==> config.mk <==
export PLATFORM = sky130hd
export DESIGN_NAME = plbb_conf
export DESIGN_NICKNAME = d
export VERILOG_FILES = /design/src/sv/plbb_pkg.sv /design/src/sv/plbb_conf.sv
export SDC_FILE = /design/constraint.sdc
export NUM_CORES = 1
export LEC_CHECK = 0
export BUFFER_PORTS_ARGS = -buffer_cell sky130_fd_sc_hd__buf_2
export CAP_MARGIN = 0
export CORE_MARGIN = 2
export CORE_UTILIZATION = 55
export DETAILED_ROUTE_END_ITERATION = 10
export HOLD_SLACK_MARGIN = 0.03
export PLACE_DENSITY_LB_ADDON = 0.1
export SLEW_MARGIN = 20
export SYNTH_ARGS = -nofsm -noshare
export SYNTH_HDL_FRONTEND = slang
export SYNTH_SLANG_ARGS = --single-unit
==> constraint.sdc <==
create_clock -name i_clk -period 26 [get_ports i_clk]
set_input_delay 7.8 -clock i_clk [delete_from_list [all_inputs] [get_ports i_clk]]
set_output_delay 7.8 -clock i_clk [all_outputs]
set_load 0.05 [all_outputs]
==> src/sv/plbb_pkg.sv <==
// Package for the per-label bounding box block: widths, codes, confidence tables.
package plbb_pkg;

    localparam int MaxClusters = 64;
    localparam int CoordBits   = 24;
    localparam int CountBits   = 20;
    localparam int LabelBits   = 8;
    localparam int IdxBits     = $clog2(MaxClusters);
    localparam int MinExtent   = 50;
    localparam int RatioLimit  = 3072;
    localparam int QBits       = CountBits + 8;

    localparam logic [0:0] RegScale = 1'b0;

    typedef logic signed [CoordBits-1:0] t_coord;
    typedef logic [CountBits-1:0]        t_count;

    // One cluster entry as it moves along the chain.
    typedef struct packed {
        t_coord lx;
        t_coord ly;
        t_coord lz;
        t_coord hx;
        t_coord hy;
        t_coord hz;
        t_count cnt;
    } t_entry;

    // A point offered to the chain.
    typedef struct packed {
        logic          valid;
        logic [IdxBits-1:0] idx;
        t_coord        x;
        t_coord        y;
        t_coord        z;
    } t_point;

    typedef enum logic [3:0] {
        ST_ACCUM = 4'b0001,
        ST_SCAN  = 4'b0010,
        ST_DIV   = 4'b0100,
        ST_OUT   = 4'b1000
    } t_state;

    function automatic t_entry entry_clear();
        t_entry e;
        e.lx  = {1'b0, {(CoordBits-1){1'b1}}};
        e.ly  = {1'b0, {(CoordBits-1){1'b1}}};
        e.lz  = {1'b0, {(CoordBits-1){1'b1}}};
        e.hx  = {1'b1, {(CoordBits-1){1'b0}}};
        e.hy  = {1'b1, {(CoordBits-1){1'b0}}};
        e.hz  = {1'b1, {(CoordBits-1){1'b0}}};
        e.cnt = '0;
        return e;
    endfunction

    function automatic logic [16:0] exp_whole(input logic [3:0] i);
        logic [16:0] v;
        unique case (i)
            4'd0:    v = 17'd65536;
            4'd1:    v = 17'd24109;
            4'd2:    v = 17'd8869;
            4'd3:    v = 17'd3263;
            4'd4:    v = 17'd1200;
            4'd5:    v = 17'd442;
            4'd6:    v = 17'd162;
            4'd7:    v = 17'd60;
            4'd8:    v = 17'd22;
            4'd9:    v = 17'd8;
            4'd10:   v = 17'd3;
            4'd11:   v = 17'd1;
            default: v = 17'd0;
        endcase
        return v;
    endfunction

    function automatic logic [16:0] exp_sixteenth(input logic [3:0] i);
        logic [16:0] v;
        unique case (i)
            4'd0:  v = 17'd65536;
            4'd1:  v = 17'd61565;
            4'd2:  v = 17'd57835;
            4'd3:  v = 17'd54331;
            4'd4:  v = 17'd51039;
            4'd5:  v = 17'd47947;
            4'd6:  v = 17'd45042;
            4'd7:  v = 17'd42313;
            4'd8:  v = 17'd39750;
            4'd9:  v = 17'd37341;
            4'd10: v = 17'd35079;
            4'd11: v = 17'd32954;
            4'd12: v = 17'd30957;
            4'd13: v = 17'd29081;
            4'd14: v = 17'd27319;
            default: v = 17'd25664;
        endcase
        return v;
    endfunction

    function automatic logic [16:0] exp_fine(input logic [3:0] i);
        logic [16:0] v;
        unique case (i)
            4'd0:  v = 17'd65536;
            4'd1:  v = 17'd65280;
            4'd2:  v = 17'd65026;
            4'd3:  v = 17'd64772;
            4'd4:  v = 17'd64520;
            4'd5:  v = 17'd64268;
            4'd6:  v = 17'd64018;
            4'd7:  v = 17'd63768;
            4'd8:  v = 17'd63520;
            4'd9:  v = 17'd63272;
            4'd10: v = 17'd63025;
            4'd11: v = 17'd62780;
            4'd12: v = 17'd62535;
            4'd13: v = 17'd62291;
            4'd14: v = 17'd62048;
            default: v = 17'd61806;
        endcase
        return v;
    endfunction

endpackage

==> src/sv/plbb_conf.sv <==
// Confidence unit: serial restoring divide of count*256 by scale, then table product.
module plbb_conf
    import plbb_pkg::*;
(
    input  logic         i_clk,
    input  logic         i_rst_n,
    input  logic         i_start,
    input  t_count       i_count,
    input  logic [15:0]  i_scale,
    output logic         o_done,
    output logic [15:0]  o_conf
);

    localparam int StepBits = $clog2(QBits + 4);

    typedef enum logic [3:0] {
        PH_DIV   = 4'b0001,
        PH_CHECK = 4'b0010,
        PH_MID   = 4'b0100,
        PH_FINE  = 4'b1000
    } t_phase;

    logic [QBits-1:0]    r_quo;
    logic [16:0]         r_rem;
    logic [StepBits-1:0] r_step;
    t_phase              r_ph;
    logic                r_busy;
    logic [16:0]         r_e;
    logic [15:0]         r_conf;
    logic                r_done;
    logic [15:0]         w_div;
    logic [17:0]         w_trial;
    logic [33:0]         w_prod;
    logic [16:0]         w_tab;

    assign w_div   = (i_scale == 16'd0) ? 16'd1 : i_scale;
    assign w_trial = {r_rem, r_quo[QBits-1]} - {2'b00, w_div};
    assign w_tab   = (r_ph == PH_MID) ? exp_sixteenth(r_quo[7:4]) : exp_fine(r_quo[3:0]);
    assign w_prod  = r_e * w_tab + 34'd32768;

    always_ff @(posedge i_clk) begin
        if (!i_rst_n) begin
            r_busy <= 1'b0;
            r_done <= 1'b0;
            r_ph   <= PH_DIV;
        end else begin
            r_done <= 1'b0;
            if (i_start) begin
                r_busy <= 1'b1;
                r_ph   <= PH_DIV;
                r_step <= '0;
                r_quo  <= {i_count, 8'd0};
                r_rem  <= '0;
            end else if (r_busy && r_ph == PH_DIV) begin
                // one quotient bit per cycle
                if (!w_trial[17]) begin
                    r_rem <= w_trial[16:0];
                    r_quo <= {r_quo[QBits-2:0], 1'b1};
                end else begin
                    r_rem <= {r_rem[15:0], r_quo[QBits-1]};
                    r_quo <= {r_quo[QBits-2:0], 1'b0};
                end
                r_step <= r_step + 1'b1;
                if (r_step == StepBits'(QBits - 1)) r_ph <= PH_CHECK;
            end else if (r_busy && r_ph == PH_CHECK) begin
                if (r_quo >= QBits'(RatioLimit)) begin
                    r_conf <= 16'hFFFF;
                    r_busy <= 1'b0;
                    r_done <= 1'b1;
                    r_ph   <= PH_DIV;
                end else begin
                    r_e  <= exp_whole(r_quo[11:8]);
                    r_ph <= PH_MID;
                end
            end else if (r_busy && r_ph == PH_MID) begin
                r_e  <= w_prod[32:16];
                r_ph <= PH_FINE;
            end else if (r_busy && r_ph == PH_FINE) begin
                r_conf <= (w_prod[32:16] == 17'd0) ? 16'hFFFF
                        : 16'(17'h10000 - w_prod[32:16]);
                r_busy <= 1'b0;
                r_done <= 1'b1;
                r_ph   <= PH_DIV;
            end
        end
    end

    assign o_done = r_done;
    assign o_conf = r_conf;

endmodule

After elaboration in Yosys (flattened, before gate mapping):

Memory sizes are Yosys's and may differ from the RTL's. A register that Yosys moved wholly into a read port is not among the register bits.
Index checks and enable logic that the tools add are counted.

* $add $sub $neg: 4
* multipliers: 1
* $lt $le $gt $ge: 1
* equality and inequality tests: 12
* mux-type cells: 37
* bitwise logic cells: 3
* reductions and logical operators: 18

Operator list (number)
* 17-bit 2-to-1 mux: 6
* 16-bit 2-to-1 mux: 6
* 28-bit 2-to-1 mux: 2
* 4-bit 2-to-1 mux: 10
* 33-bit by 16-bit adder with 33-bit output (second input constant): 1
* 17-bit by 17-bit multiplier with 33-bit output: 1
* 28-bit by 12-bit >= comparator with 1-bit output (second input constant): 1
* 18-bit by 16-bit subtractor with 18-bit output: 1
* 17-bit logical NOT: 1
* 16-bit logical NOT: 1
* 1-bit by 16-bit subtractor with 16-bit output (first input constant): 1
* 1-bit 2-to-1 mux: 11
* 2-bit inequality test (second input constant): 3
* 6-bit AND reduction: 1
* 2-bit nonzero test: 3
* 5-bit by 1-bit adder with 5-bit output (second input constant): 1
* 5-bit equality test (second input constant): 1
* 5-bit 2-to-1 mux: 1
* 5-bit AND reduction: 1
* 4-bit by 1-bit equality test with 1-bit output (second input constant): 1
* 4-bit by 2-bit equality test with 1-bit output (second input constant): 1
* 4-bit by 3-bit equality test with 1-bit output (second input constant): 1
* 4-bit equality test (second input constant): 1
* 1-bit logical AND: 4
* other kinds (11): 15

* register bits after elaboration: 89
* memory bits (read-only): 768
* bits of input ports: 39
* output and inout port bits: 17
* logic and storage cells: 88
* memories: 3

Memory list
* (name not given): depth 16, width 17, read ports 1, clocked after Yosys merged registers in 1, write ports 0, line plbb_pkg.sv:79 `unique case (i)`
* (name not given): depth 16, width 16, read ports 1, clocked after Yosys merged registers in 1, write ports 0, line plbb_pkg.sv:102 `unique case (i)`
* (name not given): depth 16, width 15, read ports 1, clocked after Yosys merged registers in 1, write ports 0, line plbb_pkg.sv:59 `unique case (i)`

Logic depth before layout (Yosys ltp):

* depth after elaboration: 9
* mapped depth: 32
* gate-level depth less buffers: 28

Worst setup path after synthesis:

No wires, ideal clock.

* path type: input port to flip-flop
* from: input i_scale[8]
* to: register (tool-made name)
* library setup time: 0.121 ns
* data arrival time: 10.805 ns
* required time: 25.879 ns
* slack: 15.074 ns
* stages: 18
* buffers on the path: 0
* path through: nor4_1 > a41o_1 > ha_1 > nor2b_1 > o21a_1 > o21ai_0 > a31oi_1 > o2111ai_1 > a31oi_1 > a21o_1 > a21boi_0 > xnor2_1 > a22oi_1 > inv_1 > ha_1 > nand2_1 > o21ai_0 > mux2_2

RTL lines
* start, declared: line plbb_conf.sv:9 `input logic [15:0] i_scale,`

==> flow_summary_export.csv <==
group,metric,value,unit
min_path,hold_path.class,"flip-flop to flip-flop",
synth,netlist_top_cells_area,"fa_1 (27%), edfxtp_1 (15%), ha_1 (11%)",
job,drv_cap,0,
grt,grt_pass1_wl,64300,um
timing,slew_headroom,37.1,%
floorplan,coreArea,0.0296,mm2
drt,routed-wl-met2,18800,um
timing,report.final.slew_viol_count,0,
timing,fin_setup_tns,0,ns
grt,antenna_found_initial,0,
critical_path,critical_path.endpoint_type,"flip-flop",
clock_network,cts_buffers,17,
drt,ant_nets,0,
synth,netlist.area_leader.share,27.2,%
drt,first_pass_iters,5,
synth,syn_area,0.0165,mm2
synth,synth_edf_count,83,
critical_path,cp_max_fo,5,
timing,skew,0.0131,ns
clock_network,cts_max_level,4,
synth,avgSynthCellArea,9.43,um2
critical_path,critPathTopFamily,"compound AO/OA/AOI/OAI gates",
drt,drt_wl_total,38300,um
critical_path,crit_type,"primary input to flip-flop",
timing,period_share,44.2,%
critical_path,path_buf_inv,2,
place,dp_hpwl,28800,um
critical_path,cp.arrival,11.79,ns
synth,synth_nets,2158,
floorplan,die_w,177,um
clock_network,clock_latency,0.42,ns
final_layout,area_delta_synth_final,7.48,%
timing,hold_violations,0,
timing,finalCriticalPeriod,11.49,ns
place,gp_congestion,0.871,
clock_network,cts_tree,"built",
grt,grt_pass1_vias,12400,
synth,yosys.area.top_type,"fa_1",
critical_path,crit_path_start_kind,"primary input",
drt,vias_per_cell,5.48,
final_layout,fillCellCount,2577,
final_layout,drive_above_1_share,9.26,%
floorplan,die_y,177,um
clock_network,clkSinkCount,133,
synth,ys_ff_latch,133,
floorplan,boundaryPins,56,
critical_path,max_stage_delay,0.50,ns
place,portBuffers,55,
timing,max_freq,0.0870,GHz
floorplan,initial_core_util,55.7,%
grt,globalRouteOverflowTotal,0,
synth,synth_cells,1747,
synth,synth_cell_types,69,
timing,worst_pin_slew,0.917,ns
drt,met1_length,17200,um
critical_path,cp.required,26.30,ns
drt,met3_length,1700,um
final_layout,nNetsFinal,2180,
drt,highest_layer,"met4",
floorplan,rows,63,
floorplan,die-area,0.0314,mm2
drt,drc_errors,0,
grt,grt_start_max_net_pins,56,
synth,yosysSeqAreaShare,21.2,%
clock_network,clk_transition_reported_paths,0.06,ns
clock_network,ctsResizeCount,0,
clock_network,hold_buffers,0,
drt,drtIter0Drc,669,
timing,setup_viol,0,
synth,synth-main-ff-cell,"edfxtp_1",
clock_network,post-cts-setup-buffers,0,
synth,synth_warnings,0,
drt,num_vias,11900,
synth,async_reset_ff_share,0,%
critical_path,crit_chain,"buf_2 > nor4_1 > a41o_1 > ha_1 > nor2b_1 > o21a_1 > o21ai_0 > a31oi_1 > o2111ai_1 > a31oi_1 > a21o_1 > a21boi_0 > xnor2_2 > a22oi_1 > inv_1 > ha_1 > nand2_1 > o21ai_0 > mux2_2",
grt,grt_usage,26.2,%
clock_network,cts_max_path_buffers,2,
clock_network,cts_root_buf,"clkbuf_16",
synth,yosysMostFrequentCell,"inv_1",
run_status,outcome,"completed",
synth,synthTopCellsByCount,"inv_1 (309), fa_1 (224), nand2_1 (212)",
timing,rsz0062_at_grt,"false",
critical_path,slowest_stage,"nor4_1",
drt,detail_route.wl_per_cell,17.6,um
cell families (layout without fill, tap and decap cells):
| kind of cell | count (synthesis) | after routing | synth area share, % |
|---|---|---|---|
| AOI/OAI and AO/OA | 184 | 184 | 7.30 |
| xor gates and xnor gates | 51 | 51 | 2.76 |
| adders and majority gates | 372 | 372 | 38.5 |
| buffers and inverters | 379 | 414 | 8.69 |
| DFF | 133 | 133 | 21.2 |
| muxes | 74 | 74 | 4.82 |
| other | 0 | 1 | 0 |
| and+or+nand+nor | 554 | 554 | 16.8 |
cells in the final DEF (no fill, tap or decap), drive strengths merged, types with 12 or more instances in the layout:
master,n
and2,90
nand3,23
xor2,14
nand2,212
nand2b,15
nor2,71
fa,224
nor3,19
and3,22
edfxtp,83
ha,148
o21ai,48
nor4,12
mux2i,31
xnor2,37
nor2b,62
buf,73
mux2,43
clkbuf,24
dfxtp,50
a21oi,49
a21o,16
inv,309
final cells by class:
class	count	area, um2	area share [%]
Antenna cell	1	2.50	0.0141
Clock buffer	24	498	2.81
Clock inverter	8	73.8	0.417
Inverter	309	1160	6.56
Multi-Input combinational cell	1235	11600	65.4
Sequential cell	133	3490	19.7
Tap cell	390	488	2.76
Timing Repair Buffer	73	410	2.32
path summary, 6_finish.rpt:
kind | startpoint | endpoint | depth (start not counted) | slack, ns
min reg2reg | flip-flop | r_e[9]$_DFFE_PP_ | 2 | 0.51
max reg2reg | r_ph[2]$_SDFFE_PP0P_ | o_conf[9]$_SDFFCE_PP1P_ | 24 | 16.34
max | i_scale[8] | flip-flop | 19 | 14.51
min | flip-flop | r_e[9]$_DFFE_PP_ | 2 | 0.51
stage by stage:
step	util, %	std cells	cell area (um2)	hold slack [ns]	setup WS, ns
2_1_floorplan	-	1747	16500	0.478	15.07
3_3_place_gp	57.9	2140	17100	0.498	14.20
3_5_place_dp	57.9	2140	17100	0.495	14.05
4_1_cts	59.9	2172	17700	0.509	14.47
5_1_grt	59.9	2172	17700	0.544	14.10
6_report	59.9	2173	17700	0.507	14.51
worst min-delay path, delay by kind of cell (launching register included):
kind | cells | cell delay [ns]
AOI/OAI and AO/OA | 1 | 0.05
DFF | 1 | 0.30
and+or+nand+nor | 1 | 0.04
metal layers:
metal / GRT usage [%] / vias to the layer above
met3: 2.68 / 35
li1: - / 5631
met1: 36.0 / 5952
met5: 0 / -
met4: 6.47 / 0
met2: 44.7 / 283
Power is not shown: default switching activity piles up to over one toggle a cycle in this logic, so the estimate is an artifact.
