**src/sv/plbb_pkg.sv**
```systemverilog
// Package for the per-label bounding box block: widths, codes, confidence tables.
package plbb_pkg;

    localparam int MaxClusters = 64;
    localparam int CoordBits   = 24;
    localparam int CountBits   = 20;
    localparam int LabelBits   = 8;
    localparam int IdxBits     = $clog2(MaxClusters);
    localparam int MinExtent   = 50;
    localparam int RatioLimit  = 3072;
    localparam int QBits       = CountBits + 8;

    localparam logic [0:0] RegScale = 1'b0;

    typedef logic signed [CoordBits-1:0] t_coord;
    typedef logic [CountBits-1:0]        t_count;

    // One cluster entry as it moves along the chain.
    typedef struct packed {
        t_coord lx;
        t_coord ly;
        t_coord lz;
        t_coord hx;
        t_coord hy;
        t_coord hz;
        t_count cnt;
    } t_entry;

    // A point offered to the chain.
    typedef struct packed {
        logic          valid;
        logic [IdxBits-1:0] idx;
        t_coord        x;
        t_coord        y;
        t_coord        z;
    } t_point;

    typedef enum logic [3:0] {
        ST_ACCUM = 4'b0001,
        ST_SCAN  = 4'b0010,
        ST_DIV   = 4'b0100,
        ST_OUT   = 4'b1000
    } t_state;

    function automatic t_entry entry_clear();
        t_entry e;
        e.lx  = {1'b0, {(CoordBits-1){1'b1}}};
        e.ly  = {1'b0, {(CoordBits-1){1'b1}}};
        e.lz  = {1'b0, {(CoordBits-1){1'b1}}};
        e.hx  = {1'b1, {(CoordBits-1){1'b0}}};
        e.hy  = {1'b1, {(CoordBits-1){1'b0}}};
        e.hz  = {1'b1, {(CoordBits-1){1'b0}}};
        e.cnt = '0;
        return e;
    endfunction

    function automatic logic [16:0] exp_whole(input logic [3:0] i);
        logic [16:0] v;
        unique case (i)
            4'd0:    v = 17'd65536;
            4'd1:    v = 17'd24109;
            4'd2:    v = 17'd8869;
            4'd3:    v = 17'd3263;
            4'd4:    v = 17'd1200;
            4'd5:    v = 17'd442;
            4'd6:    v = 17'd162;
            4'd7:    v = 17'd60;
            4'd8:    v = 17'd22;
            4'd9:    v = 17'd8;
            4'd10:   v = 17'd3;
            4'd11:   v = 17'd1;
            default: v = 17'd0;
        endcase
        return v;
    endfunction

    function automatic logic [16:0] exp_sixteenth(input logic [3:0] i);
        logic [16:0] v;
        unique case (i)
            4'd0:  v = 17'd65536;
            4'd1:  v = 17'd61565;
            4'd2:  v = 17'd57835;
            4'd3:  v = 17'd54331;
            4'd4:  v = 17'd51039;
            4'd5:  v = 17'd47947;
            4'd6:  v = 17'd45042;
            4'd7:  v = 17'd42313;
            4'd8:  v = 17'd39750;
            4'd9:  v = 17'd37341;
            4'd10: v = 17'd35079;
            4'd11: v = 17'd32954;
            4'd12: v = 17'd30957;
            4'd13: v = 17'd29081;
            4'd14: v = 17'd27319;
            default: v = 17'd25664;
        endcase
        return v;
    endfunction

    function automatic logic [16:0] exp_fine(input logic [3:0] i);
        logic [16:0] v;
        unique case (i)
            4'd0:  v = 17'd65536;
            4'd1:  v = 17'd65280;
            4'd2:  v = 17'd65026;
            4'd3:  v = 17'd64772;
            4'd4:  v = 17'd64520;
            4'd5:  v = 17'd64268;
            4'd6:  v = 17'd64018;
            4'd7:  v = 17'd63768;
            4'd8:  v = 17'd63520;
            4'd9:  v = 17'd63272;
            4'd10: v = 17'd63025;
            4'd11: v = 17'd62780;
            4'd12: v = 17'd62535;
            4'd13: v = 17'd62291;
            4'd14: v = 17'd62048;
            default: v = 17'd61806;
        endcase
        return v;
    endfunction

endpackage

```
**src/sv/plbb_cell.sv**
```systemverilog
// One chain cell: holds one cluster entry and folds in a point or shifts toward the head.
module plbb_cell
    import plbb_pkg::*;
(
    input  logic                 i_clk,
    input  logic                 i_rst_n,
    input  logic [IdxBits-1:0]   i_my_idx,
    input  t_point               i_point,
    input  logic                 i_shift,
    input  t_entry               i_next,
    output t_entry               o_entry
);

    t_entry r_entry;
    t_entry n_entry;

    always_comb begin
        n_entry = r_entry;
        if (i_shift) begin
            n_entry = i_next;
        end else if (i_point.valid && i_point.idx == i_my_idx) begin
            if (i_point.x < r_entry.lx) n_entry.lx = i_point.x;
            if (i_point.y < r_entry.ly) n_entry.ly = i_point.y;
            if (i_point.z < r_entry.lz) n_entry.lz = i_point.z;
            if (i_point.x > r_entry.hx) n_entry.hx = i_point.x;
            if (i_point.y > r_entry.hy) n_entry.hy = i_point.y;
            if (i_point.z > r_entry.hz) n_entry.hz = i_point.z;
            if (r_entry.cnt != {CountBits{1'b1}}) n_entry.cnt = r_entry.cnt + 1'b1;
        end
    end

    always_ff @(posedge i_clk) begin
        if (!i_rst_n) begin
            r_entry <= entry_clear();
        end else begin
            r_entry <= n_entry;
        end
    end

    assign o_entry = r_entry;

endmodule

```
**config.mk**
```make
export PLATFORM = sky130hd
export DESIGN_NAME = plbb_cell
export DESIGN_NICKNAME = d
export VERILOG_FILES = /design/src/sv/plbb_pkg.sv /design/src/sv/plbb_cell.sv
export SDC_FILE = /design/constraint.sdc
export NUM_CORES = 1
export LEC_CHECK = 0
export BUFFER_PORTS_ARGS = -buffer_cell sky130_fd_sc_hd__buf_2
export CORE_MARGIN = 4
export CORE_UTILIZATION = 41
export CTS_BUF_LIST = sky130_fd_sc_hd__clkbuf_4
export CTS_CLUSTER_DIAMETER = 60
export DETAILED_ROUTE_END_ITERATION = 10
export HOLD_SLACK_MARGIN = 0.1
export PLACE_DENSITY_LB_ADDON = 0.3
export SLEW_MARGIN = 30
export SYNTH_ARGS = -nofsm -noshare
export SYNTH_HDL_FRONTEND = slang
export SYNTH_SLANG_ARGS = --single-unit
```
**constraint.sdc**
```tcl
create_clock -name i_clk -period 6.35 [get_ports i_clk]
set_input_delay 0.9525 -clock i_clk [delete_from_list [all_inputs] [get_ports i_clk]]
set_output_delay 0.9525 -clock i_clk [all_outputs]
set_load 0.01 [all_outputs]
```
Yosys cells after proc, flatten, opt, wreduce, memory -nomap -nowiden

Cells that the tools add are included.

$add $sub $neg: 1
Order comparisons: 6
Equal/unequal tests: 2
Multiplexer cells: 9
Reduce and logical (&&, ||, !) cells: 16

Operators with widths:

| operator                                                        | count |
|---|---|
| 164-bit two-way mux                                             | 2 |
| 24-bit two-way mux                                              | 6 |
| 24-bit > comparator                                             | 3 |
| 24-bit < comparator                                             | 3 |
| 20-bit by 1-bit adder with 20-bit output, second input constant | 1 |
| 20-bit two-way mux                                              | 1 |
| 20-bit != test, second input constant                           | 1 |
| 2-bit nonzero test                                              | 8 |
| 2-bit AND reduction                                             | 7 |
| 6-bit == test                                                   | 1 |
| 1-bit logical AND                                               | 1 |

Register bits after elaboration: 164
Input bits: 252
Output and inout port bits: 164

Logic depth before layout (Yosys ltp)

Gate-level depths: netlist of the first run.

Depth in word-level cells: 4
Depth in mapped cells: 12
Mapped depth without buffers: 9

Worst setup path after synthesis of the first run

No wires, ideal clock.

Path type: input -> register
Start: input port i_point[47] in the netlist's numbering
End: register r_entry (netlist bit o_entry[47])
Arrival time: 2844 ps
Setup slack: 3369 ps
Stages: 10
Cell sequence: ha_1 > buf_4 > nand4_4 > or2_1 > o311a_1 > and3_4 > buf_6 > buf_6 > o31ai_2 > a31oi_1

Cells in the longest elaborated chain, start to end: 3

Ends and longest elaborated chain:

| what                          | line            | source |
|---|---|---|
| start: declaration            | plbb_cell.sv:8  | `input t_point i_point,` |
| 24-bit > comparator           | plbb_cell.sv:26 | `if (i_point.y > r_entry.hy) n_entry.hy = i_point.y;` |
| 2-bit nonzero test (no line)  | --              |  |
| 2-bit AND reduction (no line) | --              |  |
| end signal: assignment        | plbb_cell.sv:34 | `r_entry <= entry_clear();` |
| end signal: assignment        | plbb_cell.sv:36 | `r_entry <= n_entry;` |
| end: declaration              | plbb_cell.sv:14 | `t_entry r_entry;` |

No other way between the ends.
A chain may end at the register's enable or synchronous reset.

Worst setup path in the final report of the first run

Start: input port i_point[49] in the netlist's numbering
End: register r_entry (netlist bit o_entry[71])

Cells in the longest elaborated chain, start to end: 3

Ends and longest elaborated chain:

| what                          | line            | source |
|---|---|---|
| 24-bit > comparator           | plbb_cell.sv:25 | `if (i_point.x > r_entry.hx) n_entry.hx = i_point.x;` |
| 2-bit nonzero test (no line)  | --              |  |
| 2-bit AND reduction (no line) | --              |  |

No other way between the ends.

==> results of run 1 <==
area by class of cell:
type	count	share of cell area, %
Tap cell	384	3.303
Clock inverter	14	0.7053
Timing Repair Buffer	425	14.98
Inverter	196	5.075
Antenna cell	4	0.06881
Sequential cell	164	22.57
Clock buffer	18	0.9290
Multi-Input combinational cell	1019	52.37
cell usage after synthesis, drive strengths merged, types with 8 or more instances:
cell / count
xor2: 9
a31oi: 70
o21ai: 104
nand3: 17
buf: 36
nand4: 99
a21oi: 74
nor2: 77
dfxtp: 164
nand2: 50
clkbuf: 71
inv: 196
nor4b: 44
xnor2: 11
o221a: 22
o211ai: 8
ha: 142
or2: 27
a21o: 17
o31ai: 73
nand2b: 9
a211oi: 51
nor3: 14
cell families after synthesis:
family | after synthesis
compound gates | 470
xor+xnor | 20
fa+ha+maj | 142
buf+inv | 303
flops | 164
mux | 1
simple gates | 386
worst max-delay path: stages:
cell and delay [ns]:
buf_2 0.14, ha_1 0.30, nor2b_1 0.14, o211ai_1 0.18, a21oi_1 0.12, o31ai_1 0.60
a21o_1 0.81, nand4_1 0.19, a31oi_1 0.21
layer usage:
metal | vias to the layer above | routed length (um)
met2 | 574 | 20890
li1 | 6194 | -
met3 | 80 | 3451
met5 | - | 46
met1 | 6097 | 18710
met4 | 8 | 1066
worst paths after layout:
kind / from / to / slack [ns] / cells after the start
worst max-delay path: i_point[49] / o_entry[71] / 3.24 / 9
worst min-delay path: o_entry[73] / o_entry[73] / 0.51 / 2
worst max register to register: o_entry[69] / o_entry[71] / 3.29 / 9
worst min register to register: o_entry[73] / o_entry[73] / 0.51 / 2
where the power goes:
group / leakage, nW / internal (mW) / switching, mW
clock: 0.135 / 0.165 / 0.447
combinational: 5.34 / 0.291 / 0.464
sequential: 1.36 / 1.10 / 0.0673
stage by stage:
| stage | instances | setup WS (ns) |
|---|---|---|
| after floorplan | 1486 | 3.369 |
| after global placement | 2187 | 2.515 |
| after detailed placement | 2188 | 2.475 |
| after CTS | 2220 | 3.123 |
| after global routing | 2224 | 2.968 |
| final | 2224 | 3.242 |
==> impl_results.md, run 1 <==
* Outcome: finished, final reports clean
* Met1 Track Usage GR at 33.62%
* Initial antenna violation count at 8
* Post-Synth Simple-Gate Area at 18.81%
* TritonRoute pass-1 iters at 7
* Final RePlAce weighted congestion at 0.9007
* Fmax at 321.8 MHz
* Syn Inst Count at 1486
* Max-slew violation count at 0
* Clk_skew at 0.04172 ns
* Area occupied by multi-input gates at 7619 um^2
* Util after Layout at 50.41%
* HP Class: flop to flop
* Post-synth EDFFs at 0
* Max FO, Critical Path at 23
* RSZ-0062 raised after global routing: no
* Wire length per cell at 19.86 um
* XOR/XNOR Fraction of Synth Area at 1.450%
* # IOs at 416
* Critical path endpoint category: flop
* Remaining Overflow, GRT at 0
* Tcrit/Tclk final at 48.94%
* Global-route wire length before repair at 68940 um
* Asr flop ratio synth at 0%
* Max_slew headroom at 31.06%
* Pwr Total at 2.533 mW
* Critical path class: input port to flop
* Setup bufs post-CTS at 0
* Worst EP required at 6.90 ns
* Synth Area in Compound Gates at 27.49%
* Dominant cells by area after synthesis: dfxtp_1 27%, ha_1 15%, inv_1 6.1%
* Die X at 179.6 um
* CTS Hold Bufs at 0
* Largest net degree at the start of global routing at 112
* WL final at 44160 um
* Final instance area at 14550 um^2
* Pleak at 6.837 nW
* Vias in the first global route at 12680
* Initial drt markers at 943
* Fin nets at 2217
* Clock slew at reported path FFs at 0.16 ns
* Area leader, netlist: dfxtp_1
* Syn-to-layout area delta at 20.43%
* Latest clock arrival within the worst-skew pair at 0.63 ns
* CTS root buf: clkbuf_4
* Mapped Area at 12080 um^2
* Fill cells at 2898
* Max Cap Viol at 0
* Share of cells above drive strength 1 at 29.03%
* Library cells used by synthesis at 71
* Placed Area at 14290 um^2
* Commonest cells after routing, fill and taps aside: 414 x buf_2, 195 x inv_1, 164 x dfxtp_1
* Worst setup SP type: input port
* Crit path DAT at 3.66 ns
* Drt via density at 5.824
* Sequential-to-total area share from yosys stat at 27.18%
* Post-synth top area share at 27.18%
* Yosys warning count at 0
* Synthesized Nets at 1880
* CTS Sinks at 164
* Area of the die at 32270 um^2
* Final hold slack at 0.5150 ns
* Max reg flops at 164
* Primary FF master, synth: dfxtp_1
* Main combinational cell family by area after synthesis: compound AO/OA/AOI/OAI gates
* Syn Area/Cell at 8.129 um^2
* Worst-case clock buffer depth at 2
* Synth Area in Adders at 14.71%
* Slew of the pin with the lowest slew margin at 1.034 ns
* Seq. cell area at 3283 um^2
* Mux share of post-synthesis cell area at 0.08287%
* Gr usage total at 25.88%
* # DRC at 0
* Met3 usage at 6.144%
* Worst vdd ir at 0.08787 mV
* Die H at 179.6 um
* GR Util met2 at 42.90%
* DR vias at 12950
* Most common cell after layout, fill and taps aside: buf_2
* PortBufs at 415
* TNS Setup at 0 ns
* Final setup fails at 0
* DRT antenna net count at 0
* FF+latch count, synth at 164
* Number of placement rows at 62
* Grt peak-use layer: met2
* Core area at 28860 um^2
* Pwr dens at 174.1 nW/um^2
* Htree depth at 4
* Min Clock Period, post-route at 3.108 ns
* TritonCTS clock tree: done
* Initial core utilization at 41.86%
* Post-CTS sizing at 0
* Post-DP HPWL at 32640 um
* CTS buffer count at 17
* Hold Vio Cnt, Final at 0
Power figures use the tool's default switching activity.
==> inputs of run 2 (changes only) <==
Clock period 6.35 ns to 2.65 ns, I/O delays scaled along.
==> run 2 against run 1 <==
  * Via count is 12% higher
  * Combinational power grew to 3.1 times the previous value
  * Sequential share of layout area is 3.9 points lower
  * Routed wire length is 11% higher
  * Sequential power is 140% higher
  * Cell area is 22% higher
  * Clock-buffer cell count is 1 higher
  * Die area stayed put
  * Clock skew is 0.0041 ns higher
  * Total power grew to 2.7 times the previous value
  * Cell count is 13% higher
  * Utilization is 11 points higher
  * Critical path type unchanged
==> impl_results.md, run 2 (synthesis gave the netlist of run 1 again) <==
* Min Clock Period, post-route at 2.628 ns
* Hold Vio Cnt, Final at 0
* Crit path DAT at 3.15 ns
* Post-DP HPWL at 34080 um
* Pleak at 8.263 nW
* RSZ-0062 raised after global routing: yes
* Share of cells above drive strength 1 at 32.80%
* Critical path endpoint category: flop
* Area of the die at 32270 um^2
* Placed insts at 2291
* Worst reg-to-reg path cell count at 10
* Worst setup SP type: input port
* Syn-to-layout area delta at 46.63%
* Initial drt markers at 1127
* Latest clock arrival within the worst-skew pair at 0.61 ns
* Initial antenna violation count at 6
* Global-route wire length before repair at 76240 um
* Max_slew headroom at 53.93%
* Hold Path Stages at 3
* TritonRoute pass-1 iters at 8
* CTS root buf: clkbuf_4
* # DRC at 0
* Critical path class: input port to flop
* Max reg flops at 164
* CTS buffer count at 17
* Pint at 4.441 mW
* TritonCTS clock tree: done
* Worst EP required at 3.17 ns
* HP Class: input port to flop
* Fill cells at 2494
* Util after Layout at 61.38%
* Die X at 179.6 um
* Core area at 28860 um^2
* DR vias at 14480
* Vias in the first global route at 14210
* Clk pwr share at 25.5%
* Max-slew violation count at 0
* Final RePlAce weighted congestion at 0.9529
* Wire length per cell at 19.51 um
* Net Switching at 2.423 mW
* Slew of the pin with the lowest slew margin at 0.6848 ns
* Fmax at 380.5 MHz
* Pwr dens at 387.6 nW/um^2
* Max Cap Viol at 0
* WL final at 48910 um
* Tcrit/Tclk final at 99.19%
* CTS Sinks at 164
* Fin cells at 2507
* Clk_skew at 0.04586 ns
* Final setup fails at 0
* Largest net degree at the start of global routing at 58
* Area occupied by multi-input gates at 7915 um^2
* Outcome: finished, final reports clean
* Seq. cell area at 3307 um^2
* Most common cell after layout, fill and taps aside: buf_2
* Sw frac at 35.30%
* Clock slew at reported path FFs at 0.15 ns
* Worst vdd ir at 0.2350 mV
* Commonest cells after routing, fill and taps aside: 412 x buf_2, 191 x inv_1, 174 x dlygate4sd3_1
* Sequential Power Share at 40.6%
* Die H at 179.6 um
* # IOs at 416
* Fin nets at 2502
* Htree depth at 4
* PortBufs at 415
* Initial core utilization at 41.86%
* Max FO, Critical Path at 7
* DRT antenna net count at 0
* Remaining Overflow, GRT at 0
* Combinational Power Share at 33.8%
* Gr usage total at 28.36%
* Worst-case clock buffer depth at 2
* Number of placement rows at 62
* Drt via density at 5.777
run 2: cell count changes in the layout (fill, tap and decap cells not counted), moves of 5 or more:
cell           previous run  this run
buf_12                    0        18
buf_4                     9       101
dfxtp_1                 164       149
dfxtp_2                   0        13
dlygate4sd3_1             0       174
ha_1                    142       136
ha_4                      0         6
inv_6                     5         0
o31ai_1                  51        36
o31ai_2                  22        35
run 2: cell type report:
type | instances | area share, %
Multi-Input combinational cell | 1021 | 44.69
Clock buffer | 19 | 0.8053
Clock inverter | 11 | 0.9113
Sequential cell | 164 | 18.67
Inverter | 196 | 4.168
Antenna cell | 4 | 0.05651
Timing Repair Buffer | 708 | 27.99
Tap cell | 384 | 2.713
run 2: worst max-delay path, cell delays in order:
cell	delay, ns
dlygate4sd3_1	0.57
buf_2	0.16
ha_1	0.27
nand4_1	0.12
or4_4	0.47
nor3_4	0.22
o21ai_4	0.12
a31o_4	0.27
o21ai_4	0.16
buf_4	0.19
o221a_2	0.19
run 2: worst paths after layout:
| check | startpoint | to | slack, ns |
|---|---|---|---|
| setup / recovery | i_point[20] | o_entry[94] | 0.02 |
| hold / removal | i_next[99] | o_entry[99] | 0.15 |
| setup reg to reg | o_entry[79] | o_entry[82] | 0.04 |
| hold reg to reg | o_entry[46] | o_entry[46] | 0.51 |
run 2: power by group through the flow:
stage / sequential (mW) / clock, mW / combinational [mW]
2_1_floorplan: 2.88 / 0 / 1.01
3_3_place_gp: 2.83 / 0 / 1.93
3_5_place_dp: 2.83 / 0 / 1.98
4_1_cts: 2.78 / 1.80 / 2.19
5_1_grt: 2.81 / 1.86 / 2.53
6_report: 2.79 / 1.75 / 2.32
run 2: layer usage:
| layer | vias up | GRT usage (%) | share of wire, % |
|---|---|---|---|
| li1 | 6776 | - | - |
| met1 | 6811 | 34.98 | 40 |
| met2 | 756 | 48.66 | 48 |
| met3 | 137 | 6.770 | 8.1 |
| met4 | 4 | 9.570 | 3.4 |
| met5 | - | 0 | 0.067 |
run 2: through the flow:
stage	power, mW	hold slack [ns]	instance area [um^2]	TNS, ns	setup slack [ns]
2_1_floorplan	3.891	0.5083	12080	0	0.1999
3_3_place_gp	4.761	0.4855	15240	-8.934	-0.2672
3_5_place_dp	4.809	0.4954	15250	-6.061	-0.1582
4_1_cts	6.767	0.1008	17310	0	0.001663
5_1_grt	7.201	0.1010	17710	-0.4458	-0.08321
6_report	6.864	0.1451	17710	0	0.02154
run 2: what timing repair did:
action                                 CTS  global route
setup buffers                            0             7
setup endpoints to repair               24           114
endpoints found under the hold margin  139             1
gates resized for setup                  3            72
hold buffers                           174             1
pin swaps                                0            14
gates cloned                             0             2
